===== src/rtl/hjm_pkg.sv =====
package hjm_pkg;

  // Width of the raw heading field in centidegrees.
  localparam int HeadingWidth = 24;

  localparam int HdgWidth   = 16;
  localparam int DiffWidth  = 15;
  localparam int TickWidth  = 17;
  localparam int ThrWidth   = 15;
  localparam int HoldWidth  = 16;

  localparam logic [HdgWidth-1:0]  FullTurn = HdgWidth'(36000);
  localparam logic [HdgWidth-1:0]  HalfTurn = HdgWidth'(18000);
  localparam logic [TickWidth-1:0] TickMax  = TickWidth'(65536);

  // Reciprocal of a full turn, scaled by 2^RecipShift and rounded down. For any
  // magnitude below 2^31 the quotient estimate is low by at most one.
  localparam int RecipShift = 32;
  localparam int RecipWidth = 17;
  localparam logic [RecipWidth-1:0] RecipMult =
    RecipWidth'((64'd1 << RecipShift) / 64'd36000);

  // Magnitude is at most 2^(HeadingWidth-1), so the quotient stays below
  // 2^(HeadingWidth-16).
  localparam int QuotWidth = HeadingWidth - 15;
  localparam int ProdWidth = HeadingWidth + RecipWidth;
  localparam int RemWidth  = QuotWidth + HdgWidth;

  // Configuration register indexes.
  localparam logic RegThreshold = 1'b0;
  localparam logic RegHold      = 1'b1;

  localparam logic FuncHeading = 1'b0;
  localparam logic FuncTick    = 1'b1;

  typedef struct packed {
    logic                           func;
    logic signed [HeadingWidth-1:0] heading_cdeg;
    logic                           heading_valid;
  } in_req_t;

  typedef struct packed {
    logic                 jump_warn;
    logic                 heading_seen;
    logic [HdgWidth-1:0]  heading_now_cdeg;
    logic [DiffWidth-1:0] jump_diff_cdeg;
    logic [TickWidth-1:0] ticks_since_jump;
  } out_rsp_t;

  // Request after magnitude and quotient estimate.
  typedef struct packed {
    logic                    func;
    logic                    valid;
    logic                    neg;
    logic [HeadingWidth-1:0] mag;
    logic [QuotWidth-1:0]    quot;
  } hjm_quot_t;

  // Request with the heading reduced to one turn.
  typedef struct packed {
    logic                func;
    logic                valid;
    logic [HdgWidth-1:0] hdg;
  } hjm_hdg_t;

endpackage


===== src/rtl/heading_jump_monitor.sv =====
// Heading jump monitor.
// Requests enter on the input channel (in_valid_i / in_ready_o / in_req_i).
// A request is either a heading sample in signed centidegrees or a time tick.
// Every request produces exactly one response on the output channel
// (out_valid_o / out_ready_i / out_rsp_o) carrying the warning flag, the last
// normalized heading, the difference of the last jump and the tick count.
// After the input register, a request passes a register stage after the
// reciprocal multiply, one after the reduction to 0..35999 and the response
// register after the tracking logic. Throughput is one request per clock
// cycle unless the receiver stalls; every stage is a single pass.
// The threshold and hold time are written through the APB-style port at
// byte addresses 0 and 4 and may only be changed while the block is idle.
// Reset clears the pipeline, the tracking state and restores the register
// defaults (threshold 9000, hold 5000). When the receiver stalls, the
// response register holds its value and stages fill up behind it; the input
// channel drops ready only once every stage is occupied.
module heading_jump_monitor (
  input  logic               clk_i,
  input  logic               rst_ni,
  input  logic               in_valid_i,
  output logic               in_ready_o,
  input  hjm_pkg::in_req_t   in_req_i,
  output logic               out_valid_o,
  input  logic               out_ready_i,
  output hjm_pkg::out_rsp_t  out_rsp_o,
  input  logic               psel,
  input  logic               penable,
  input  logic               pwrite,
  input  logic [2:0]         paddr,
  input  logic [31:0]        pwdata,
  output logic [31:0]        prdata,
  output logic               pready
);
  import hjm_pkg::*;

  logic [ThrWidth-1:0]  threshold_q;
  logic [HoldWidth-1:0] hold_q;
  logic                 reg_write;
  logic                 reg_sel;

  logic     hdg_valid;
  logic     hdg_ready;
  hjm_hdg_t hdg;

  // Byte offset bits are ignored; bit 2 selects the register.
  assign reg_sel   = paddr[2];
  assign reg_write = psel && penable && pwrite && pready;
  assign pready    = 1'b1;

  always_ff @(posedge clk_i or negedge rst_ni) begin
    if (!rst_ni) begin
      threshold_q <= ThrWidth'(9000);
      hold_q      <= HoldWidth'(5000);
    end else if (reg_write) begin
      case (reg_sel)
        RegThreshold: threshold_q <= pwdata[ThrWidth-1:0];
        RegHold:      hold_q      <= pwdata[HoldWidth-1:0];
        default:      ;
      endcase
    end
  end

  always_comb begin
    case (reg_sel)
      RegThreshold: prdata = 32'(threshold_q);
      RegHold:      prdata = 32'(hold_q);
      default:      prdata = '0;
    endcase
  end

  // Reduction of the raw heading to one full turn.
  hjm_wrap u_wrap (
    .clk_i       (clk_i),
    .rst_ni      (rst_ni),
    .in_valid_i  (in_valid_i),
    .in_ready_o  (in_ready_o),
    .in_req_i    (in_req_i),
    .hdg_valid_o (hdg_valid),
    .hdg_ready_i (hdg_ready),
    .hdg_o       (hdg)
  );

  // Jump detection, tick counting and the response register.
  hjm_track u_track (
    .clk_i       (clk_i),
    .rst_ni      (rst_ni),
    .hdg_valid_i (hdg_valid),
    .hdg_ready_o (hdg_ready),
    .hdg_i       (hdg),
    .threshold_i (threshold_q),
    .hold_i      (hold_q),
    .out_valid_o (out_valid_o),
    .out_ready_i (out_ready_i),
    .out_rsp_o   (out_rsp_o)
  );

  // A warning can only be raised after a heading has been seen.
  assert property (@(posedge clk_i) disable iff (!rst_ni)
    out_valid_o && out_rsp_o.jump_warn |-> out_rsp_o.heading_seen)
    else $error("warning raised without any heading");

  // A warning is only shown inside the hold window.
  assert property (@(posedge clk_i) disable iff (!rst_ni)
    out_valid_o && out_rsp_o.jump_warn |->
      out_rsp_o.ticks_since_jump <= TickWidth'(hold_q))
    else $error("warning outside the hold window");

  // The reported heading is always reduced to one turn.
  assert property (@(posedge clk_i) disable iff (!rst_ni)
    out_valid_o |-> out_rsp_o.heading_now_cdeg < FullTurn)
    else $error("heading not reduced to one turn");

  // A stored jump difference never exceeds half a turn.
  assert property (@(posedge clk_i) disable iff (!rst_ni)
    out_valid_o |-> out_rsp_o.jump_diff_cdeg <= DiffWidth'(HalfTurn))
    else $error("jump difference above half a turn");

endmodule


===== src/rtl/hjm_wrap.sv =====
module hjm_wrap (
  input  logic             clk_i,
  input  logic             rst_ni,
  input  logic             in_valid_i,
  output logic             in_ready_o,
  input  hjm_pkg::in_req_t in_req_i,
  output logic             hdg_valid_o,
  input  logic             hdg_ready_i,
  output hjm_pkg::hjm_hdg_t hdg_o
);
  import hjm_pkg::*;

  // Stage A holds the raw request, stage B the quotient estimate, stage C the
  // heading reduced to 0..35999.
  logic      a_vld_q, b_vld_q, c_vld_q;
  logic      a_rdy, b_rdy, c_rdy;
  in_req_t   a_q;
  hjm_quot_t b_d, b_q;
  hjm_hdg_t  c_d, c_q;

  logic [HeadingWidth-1:0] mag;
  logic [ProdWidth-1:0]    quot_prod;
  logic [RemWidth-1:0]     turns_prod;
  logic [RemWidth-1:0]     rem_full;
  logic [TickWidth-1:0]    rem_wide;
  logic [HdgWidth-1:0]     rem;

  assign c_rdy      = !c_vld_q || hdg_ready_i;
  assign b_rdy      = !b_vld_q || c_rdy;
  assign a_rdy      = !a_vld_q || b_rdy;
  assign in_ready_o = a_rdy;

  always_comb begin
    mag       = a_q.heading_cdeg[HeadingWidth-1] ? HeadingWidth'(-a_q.heading_cdeg)
                                                 : HeadingWidth'(a_q.heading_cdeg);
    quot_prod = ProdWidth'(mag) * ProdWidth'(RecipMult);
    b_d.func  = a_q.func;
    b_d.valid = a_q.heading_valid;
    b_d.neg   = a_q.heading_cdeg[HeadingWidth-1];
    b_d.mag   = mag;
    b_d.quot  = quot_prod[RecipShift +: QuotWidth];
  end

  always_comb begin
    turns_prod = RemWidth'(b_q.quot) * RemWidth'(FullTurn);
    rem_full   = RemWidth'(b_q.mag) - turns_prod;
    rem_wide   = rem_full[TickWidth-1:0];
    // The estimate may be one short, so one correction step finishes the job.
    if (rem_wide >= TickWidth'(FullTurn)) begin
      rem_wide = rem_wide - TickWidth'(FullTurn);
    end
    rem = rem_wide[HdgWidth-1:0];
    c_d.func  = b_q.func;
    c_d.valid = b_q.valid;
    c_d.hdg   = (b_q.neg && rem != '0) ? FullTurn - rem : rem;
  end

  always_ff @(posedge clk_i or negedge rst_ni) begin
    if (!rst_ni) begin
      a_vld_q <= 1'b0;
      b_vld_q <= 1'b0;
      c_vld_q <= 1'b0;
    end else begin
      if (a_rdy) a_vld_q <= in_valid_i;
      if (b_rdy) b_vld_q <= a_vld_q;
      if (c_rdy) c_vld_q <= b_vld_q;
    end
  end

  always_ff @(posedge clk_i) begin
    if (a_rdy && in_valid_i) a_q <= in_req_i;
    if (b_rdy && a_vld_q) b_q <= b_d;
    if (c_rdy && b_vld_q) c_q <= c_d;
  end

  assign hdg_valid_o = c_vld_q;
  assign hdg_o       = c_q;

endmodule


===== src/rtl/hjm_track.sv =====
module hjm_track (
  input  logic                          clk_i,
  input  logic                          rst_ni,
  input  logic                          hdg_valid_i,
  output logic                          hdg_ready_o,
  input  hjm_pkg::hjm_hdg_t             hdg_i,
  input  logic [hjm_pkg::ThrWidth-1:0]  threshold_i,
  input  logic [hjm_pkg::HoldWidth-1:0] hold_i,
  output logic                          out_valid_o,
  input  logic                          out_ready_i,
  output hjm_pkg::out_rsp_t             out_rsp_o
);
  import hjm_pkg::*;

  logic                 out_vld_q;
  out_rsp_t             rsp_d, rsp_q;
  logic                 fire;

  logic [HdgWidth-1:0]  last_q, last_d;
  logic                 seen_q, seen_d;
  logic                 latched_q, latched_d;
  logic [DiffWidth-1:0] diff_q, diff_d;
  logic [TickWidth-1:0] ticks_q, ticks_d;

  logic [HdgWidth-1:0]  abs_diff;
  logic [HdgWidth-1:0]  circ_diff;
  logic                 warn;

  assign hdg_ready_o = !out_vld_q || out_ready_i;
  assign fire        = hdg_valid_i && hdg_ready_o;

  always_comb begin
    abs_diff  = (hdg_i.hdg > last_q) ? hdg_i.hdg - last_q : last_q - hdg_i.hdg;
    circ_diff = (abs_diff > HalfTurn) ? FullTurn - abs_diff : abs_diff;

    last_d    = last_q;
    seen_d    = seen_q;
    latched_d = latched_q;
    diff_d    = diff_q;
    ticks_d   = ticks_q;

    if (hdg_i.func == FuncTick) begin
      if (ticks_q != TickMax) begin
        ticks_d = ticks_q + TickWidth'(1);
      end
    end else if (hdg_i.valid) begin
      if (seen_q && threshold_i != '0 && circ_diff > HdgWidth'(threshold_i)) begin
        latched_d = 1'b1;
        diff_d    = circ_diff[DiffWidth-1:0];
        ticks_d   = '0;
      end
      seen_d = 1'b1;
      last_d = hdg_i.hdg;
    end

    warn = latched_d && (ticks_d <= TickWidth'(hold_i));
    if (!warn) begin
      latched_d = 1'b0;
    end

    rsp_d.jump_warn        = warn;
    rsp_d.heading_seen     = seen_d;
    rsp_d.heading_now_cdeg = last_d;
    rsp_d.jump_diff_cdeg   = diff_d;
    rsp_d.ticks_since_jump = ticks_d;
  end

  always_ff @(posedge clk_i or negedge rst_ni) begin
    if (!rst_ni) begin
      out_vld_q <= 1'b0;
      last_q    <= '0;
      seen_q    <= 1'b0;
      latched_q <= 1'b0;
      diff_q    <= '0;
      ticks_q   <= '0;
    end else begin
      if (hdg_ready_o) out_vld_q <= hdg_valid_i;
      if (fire) begin
        last_q    <= last_d;
        seen_q    <= seen_d;
        latched_q <= latched_d;
        diff_q    <= diff_d;
        ticks_q   <= ticks_d;
      end
    end
  end

  always_ff @(posedge clk_i) begin
    if (fire) rsp_q <= rsp_d;
  end

  assign out_valid_o = out_vld_q;
  assign out_rsp_o   = rsp_q;

endmodule

===== config.mk =====
export PLATFORM = sky130hd
export DESIGN_NAME = heading_jump_monitor
export DESIGN_NICKNAME = d
export VERILOG_FILES = /design/src/rtl/hjm_pkg.sv /design/src/rtl/heading_jump_monitor.sv /design/src/rtl/hjm_wrap.sv /design/src/rtl/hjm_track.sv
export SDC_FILE = /design/constraint.sdc
export NUM_CORES = 1
export LEC_CHECK = 0
export ABC_CLOCK_PERIOD_IN_PS = 8400
export BUFFER_PORTS_ARGS = -buffer_cell sky130_fd_sc_hd__buf_2
export CORE_MARGIN = 2
export CORE_UTILIZATION = 60
export DETAILED_ROUTE_END_ITERATION = 16
export PLACE_DENSITY = 0.8
export SYNTH_ARGS = -nofsm -noshare
export SYNTH_HDL_FRONTEND = slang
export SYNTH_HIERARCHICAL = 1
export SYNTH_SLANG_ARGS = --single-unit

===== constraint.sdc =====
create_clock -name clk_i -period 8.4 [get_ports clk_i]
set_clock_uncertainty 0.05 [all_clocks]
set_input_delay 0.42 -clock clk_i [delete_from_list [all_inputs] [get_ports clk_i]]
set_output_delay 0.42 -clock clk_i [all_outputs]
set_load 0.01 [all_outputs]

# == Word level (Yosys, flattened, before mapping) ==
# Index checks and enable logic that the tools add are counted.
# word_totals
register_bits,208
output_inout_bits,85
input_bits,68
wordCells,87
# op_classes
mux,21
order_cmp,5
n_eq_ne,1
bitwise_logic,1
reduce_logical,22
n_addsub,8
multipliers,2
# op_table
cell,count
16-bit 2-to-1 mux,6
17-bit 2-to-1 mux,4
32-bit case mux with 2 select lines,1
15-bit 2-to-1 mux,3
"24-bit by 14-bit multiplier with 38-bit output, second input constant",1
16-bit subtractor,2
"16-bit subtractor, first input constant",2
24-bit 2-to-1 mux,1
24-bit negator,1
"17-bit by 1-bit adder with 17-bit output, second input constant",1
"17-bit by 16-bit >= comparator with 1-bit output, second input constant",1
17-bit by 16-bit <= comparator with 1-bit output,1
"17-bit != test, second input constant",1
17-bit subtractor,1
16-bit by 15-bit greater-than comparator with 1-bit output,1
"16-bit by 15-bit greater-than comparator with 1-bit output, second input constant",1
16-bit greater-than comparator,1
16-bit nonzero test,1
"16-bit subtractor, second input constant",1
15-bit nonzero test,1
"9-bit by 11-bit multiplier with 12-bit output, second input constant",1
1-bit logical AND,10
1-bit 2-to-1 mux,6
1-bit logical NOT,4
3 further kinds,7

# == Logic depth before layout (Yosys ltp) ==
# depth
depth_word,12
depth_mapped,41
mapped_depth_nobuf,39

# == By module ==
# Netlist, hierarchy kept.
# by_module_without_submodules
module,instances,cells_per_inst,seq_area_each_um2,area_per_inst_um2
hjm_wrap,1,802,2267.2,8785.9
hjm_track,1,812,2777.7,7578.5
heading_jump_monitor,1,103,788.3,1571.5

# == Least setup slack after synthesis ==
# No wires, ideal clock.
# synth_timing
path_kind,register -> register
from,register u_wrap.c_q (netlist bit u_wrap/hdg_o[0])
to,register u_track.latched_q
t_arrival_ps,7328
slack_ps,958
required_ps,8286
setup_ps,64
n_path_buf,4
synth_period_minus_slack_ps,7442
path_stages_with_launch,41
path_cell_list,edfxtp_1 -> inv_1 -> ha_1 -> fa_1 -> nand3b_1 -> a21oi_1 -> o21ai_2 -> a21oi_2 -> buf_6 -> mux2i_1 -> xor2_2 -> and4b_1 -> buf_2 -> o31a_4 -> nor2_1 -> o22ai_1 -> ha_1 -> nor2b_1 -> [... 5 more ...] -> o21ai_0 -> nand4_1 -> o21ai_4 -> buf_6 -> buf_2 -> a21boi_1 -> ha_1 -> nor2b_1 -> o21a_1 -> o21a_1 -> o21a_1 -> o21bai_1 -> a21oi_1 -> o31a_1 -> o211ai_1 -> a21oi_1 -> o21ai_0 -> a21o_1
# synth_via
elab_chain_cells,12
word_cells_on_any_way,18
classes_between,3 x add/sub; 4 x order compare; 9 x mux; 2 x reduce/logical
# synth_lines
item,line_no,rtl
"start, declared",hjm_wrap.sv:19,"hjm_hdg_t c_d, c_q;"
"start signal, assigned",hjm_wrap.sv:73,if (c_rdy && b_vld_q) c_q <= c_d;
16-bit subtractor / 16-bit greater-than comparator (equally long branches),hjm_track.sv:33,abs_diff = (hdg_i.hdg > last_q) ? hdg_i.hdg - last_q : last_q - hdg_i.hdg;
16-bit 2-to-1 mux (*),hjm_track.sv:33,
16-bit subtractor / 16-bit by 15-bit greater-than comparator with 1-bit output (equally long branches),hjm_track.sv:34,circ_diff = (abs_diff > HalfTurn) ? FullTurn - abs_diff : abs_diff;
16-bit 2-to-1 mux (*),hjm_track.sv:34,
16-bit by 15-bit greater-than comparator with 1-bit output (*),hjm_track.sv:47,if (seen_q && threshold_i != '0 && circ_diff > HdgWidth'(threshold_i)) begin
1-bit logical AND (*),hjm_track.sv:47,
17-bit 2-to-1 mux (*),hjm_track.sv:47,
17-bit 2-to-1 mux (*),hjm_track.sv:46,end else if (hdg_i.valid) begin
17-bit 2-to-1 mux (*),hjm_track.sv:42,if (hdg_i.func == FuncTick) begin
via u_track.ticks_d[1],hjm_track.sv:23,"logic [TickWidth-1:0] ticks_q, ticks_d;"
17-bit by 16-bit <= comparator with 1-bit output (*),hjm_track.sv:56,warn = latched_d && (ticks_d <= TickWidth'(hold_i));
1-bit logical AND (*),hjm_track.sv:56,
1-bit 2-to-1 mux (*),hjm_track.sv:57,if (!warn) begin
"end signal, assigned",hjm_track.sv:81,latched_q <= latched_d;
"end, declared",hjm_track.sv:21,"logic latched_q, latched_d;"
# Mark *: on every way through the listed nets, which the timed path passes. The rest lies on a longest branch.
# A chain may end at the register's enable or synchronous reset.

# == Worst setup path in the final report ==
# Ends and elaborated chain as after synthesis.

==> metrics.yaml <==
timing:
  grt_setup_unrepaired: "false"
  setup_tns_ns: 0
  timing.slew.headroom_pct: 21.0
  layout_worst_path_cycle_share_pct: 94.8
  slew_viol_final: 0
  hold_viol_final: 0
  setup-violations-final: 0
  worst-slew-pin-transition_ns: 1.18
  fmaxAchievable_mhz: 126
  min_period_ns: 7.97
detailed_routing:
  wl_um: 41500
  drtPass1Iterations: 5
  detailroute.via_count: 13600
  iteration_0_drc_count_of_the_detailed_router: 1074
  via_density_per_instance: 5.96
  drc: 0
  wire_per_inst_um: 18.2
  drt.antenna.violating_nets: 0
placement:
  place.detailed.hpwl_um: 31500
  gp_congestion: 0.917
  portBuffers: 117
status:
  run_status: "complete, no violations"
critical_path:
  ff2ff_path_depth: 38
  regToRegStartpoint: "u_wrap/hdg_o[0]$_DFFE_PP_"
  arrival_ns: 8.39
  rr_endpoint: "u_track/latched_q$_DFFE_PN0P_"
  startpoint_type: "register"
  critPathKind: "register to register"
  crit_path_max_fanout: 7
  cp.required_ns: 8.82
  cp-startpoint: "u_wrap/hdg_o[0]$_DFFE_PP_"
  slowest_delay_ns: 0.44
  rrSetupSlack_ns: 0.43
  cp-end-kind: "register"
  critical_path.slowest_cell: "sky130_fd_sc_hd__fa_1"
  path_common_cell: "sky130_fd_sc_hd__o21a_1"
die:
  ioPinCount: 153
  rows: 63
  dieHeight_um: 177
  start_util_pct: 60.7
  die-width_um: 177
  fp.dieArea_sq_um: 31300
  core_area_sq_um: 29600
min_path:
  hold_crit_start: "in_req_i[25]"
  hold_path_class: "input pin to register"
  hold_path_end: "u_wrap/a_q[25]$_DFFE_PP_"
  worstHoldPathCells: 1
clock_network:
  ctsRootBufferMaster: "sky130_fd_sc_hd__clkbuf_16"
  cts_inserted_buffers: 24
  htreeDepth: 1
  clock_tree_from_tritoncts: "built"
  clk_lat_worst_skew_ns: 0.53
  cts_sinks: 208
  cts.path.max_buffers: 3
  clkTransAtPathRegs_ns: 0.06
logic_synthesis:
  post_synth.cell_area_avg_sq_um: 10.4
  synth_ff_type: "sky130_fd_sc_hd__edfxtp_1"
  synth.ff_latch_count: 208
  synth.most_common_cell: "sky130_fd_sc_hd__ha_1"
  synth_area_sq_um: 17900
  synth_async_sr_flop_share_pct: 40.9
  seq_area_frac_synth_pct: 32.5
  netlist-cell-type-count: 108
  post-synth-top-area-fraction_pct: 20.6
  netlist_instances: 1717
  synthTopCellsByArea: "sky130_fd_sc_hd__edfxtp_1 21%, sky130_fd_sc_hd__ha_1 16%, sky130_fd_sc_hd__dfrtp_1 10%"
  netlist.top_cell.by_area: "sky130_fd_sc_hd__edfxtp_1"
  synth_edf_count: 123
  synth_warnings: 6
  post_synth_most_frequent_cells: "227 x sky130_fd_sc_hd__ha_1, 211 x sky130_fd_sc_hd__inv_1, 123 x sky130_fd_sc_hd__edfxtp_1"
grt:
  first_global_vias: 13700
  grt_first_pass_wirelength_um: 67800
  use_met1_pct: 35.1
  grt_start_max_net_pins: 58
  globalRoute.busiestLayer: "met2"
  grtUsageTotal_pct: 26.8
  grtUsageMet3_pct: 2.86
  grt_util_met2_pct: 47.4
  antenna_found_initial: 0
  gr-total-overflow: 0
finish:
  share_of_final_layout_standard_cells_stronger_than_drive_strength_1_pct: 17.0
  area_growth_pct: 11.7
  nNetsFinal: 2256
  antenna_cells_inserted: 0
job:
  timing.max_cap.violations: 0
cells in the final DEF (no fill, tap or decap), types with 11 or more instances in the layout:
| cell | Yosys | layout |
|---|---|---|
| sky130_fd_sc_hd__nand2b_1 | 17 | 17 |
| sky130_fd_sc_hd__or3_1 | 12 | 12 |
| sky130_fd_sc_hd__and2_1 | 14 | 14 |
| sky130_fd_sc_hd__nor2_1 | 62 | 62 |
| sky130_fd_sc_hd__dfrtp_1 | 75 | 75 |
| sky130_fd_sc_hd__inv_1 | 211 | 211 |
| sky130_fd_sc_hd__nor3_1 | 30 | 30 |
| sky130_fd_sc_hd__xnor2_1 | 64 | 63 |
| sky130_fd_sc_hd__buf_2 | 12 | 116 |
| sky130_fd_sc_hd__a21o_1 | 23 | 23 |
| sky130_fd_sc_hd__buf_4 | 20 | 39 |
| sky130_fd_sc_hd__mux2_1 | 12 | 12 |
| sky130_fd_sc_hd__edfxtp_1 | 123 | 123 |
| sky130_fd_sc_hd__o21ai_0 | 91 | 90 |
| sky130_fd_sc_hd__o21a_1 | 24 | 24 |
| sky130_fd_sc_hd__conb_1 | 2 | 17 |
| sky130_fd_sc_hd__mux2_4 | 11 | 11 |
| sky130_fd_sc_hd__nand2_1 | 117 | 117 |
| sky130_fd_sc_hd__clkbuf_16 | 0 | 25 |
| sky130_fd_sc_hd__xor2_1 | 28 | 27 |
| sky130_fd_sc_hd__and3_1 | 11 | 11 |
| sky130_fd_sc_hd__ha_1 | 227 | 226 |
| sky130_fd_sc_hd__nand3_1 | 31 | 31 |
| sky130_fd_sc_hd__nor4_1 | 13 | 13 |
| sky130_fd_sc_hd__dlygate4sd3_1 | 0 | 25 |
| sky130_fd_sc_hd__nand4_1 | 24 | 24 |
| sky130_fd_sc_hd__a21oi_1 | 76 | 75 |
| sky130_fd_sc_hd__fa_1 | 85 | 85 |
| sky130_fd_sc_hd__mux2_2 | 57 | 57 |
cells by family after synthesis:
family | after synthesis | synth area share (%)
AO/OA/AOI/OAI | 351 | 13.7
XOR/XNOR | 95 | 4.83
adder cells (fa/ha/maj) | 312 | 25.3
buffers and inverters | 276 | 6.77
flip-flops | 208 | 32.5
multiplexers | 87 | 5.64
other | 2 | 0.0419
AND/OR/NAND/NOR | 386 | 11.2
what timing repair did:
action / in CTS / in global routing
resized for setup: 0 / 8
hold buffers: 25 / 0
setup endpoints to repair: 0 / 2
hold endpoints to repair: 60 / 0
setup buffers: 0 / 6
per-stage QoR:
stage / utilization, % / hold WS [ns] / setup WS [ns] / cell area, sq um / instances
after global placement: 63.9 / 0.353 / 0.342 / 18900 / 2208
after detailed placement: 63.9 / 0.358 / 0.203 / 18900 / 2208
after CTS: 67.4 / 0.0000206 / 0.111 / 19900 / 2277
after global routing: 67.8 / 0.0126 / 0.0369 / 20000 / 2284
after floorplan: - / 0.0744 / 0.958 / 18000 / 1732
final: 67.8 / 0.0278 / 0.433 / 20000 / 2284
state kept, by name, indices dropped and copies added, names as in the netlist:
name / flops
u_track/ticks_q: 17
threshold_q: 15
u_wrap/b_q: 29
u_wrap/a_vld_q: 1
u_wrap/hdg_valid_o: 1
u_track/out_valid_o: 1
u_track/out_rsp_o: 50
u_track/diff_q: 15
u_wrap/a_q: 26
u_wrap/b_vld_q: 1
u_track/latched_q: 1
hold_q: 16
u_track/seen_q: 1
u_track/last_q: 16
u_wrap/hdg_o: 18
layer usage:
metal / routed length, um / vias up / part of all wire [%]
met1: 17800 / 6729 / 43
met2: 20700 / 422 / 50
met4: 1040 / 0 / 2.5
li1: - / 6386 / -
met5: 0 / - / 0
met3: 1900 / 76 / 4.6
cell type report:
cell class,count,area [sq um]
clock buffers,30,644
clock inverters,14,148
fillers,2180,9530
inverters,213,800
multi-input cells,1249,11000
flip-flops and latches,208,5830
well taps,390,488
repair buffers,180,1120
critical path: cells and delay by family, from the launching register on:
family                   cells  cell delay, ns
AO/OA/AOI/OAI               25            4.77
adder cells (fa/ha/maj)      5            1.48
buffers and inverters        1            0.06
flip-flops                   1            0.37
AND/OR/NAND/NOR              7            1.14
how the worst max path moves through the flow:
stage | endpoint | slack, ns | cells past startpoint
global route | u_track/latched_q$_DFFE_PN0P_ | 0.04 | 38
detailed placement | u_track/latched_q$_DFFE_PN0P_ | 0.20 | 36
floorplan | u_track/latched_q$_DFFE_PN0P_ | 0.96 | 40
finish | u_track/latched_q$_DFFE_PN0P_ | 0.43 | 38
CTS | u_track/latched_q$_DFFE_PN0P_ | 0.11 | 36
global placement | u_track/latched_q$_DFFE_PN0P_ | 0.34 | 36
Power is left out: the tool's default activity adds up to more than one toggle a clock period on the data nets, which glitch-free logic cannot reach.
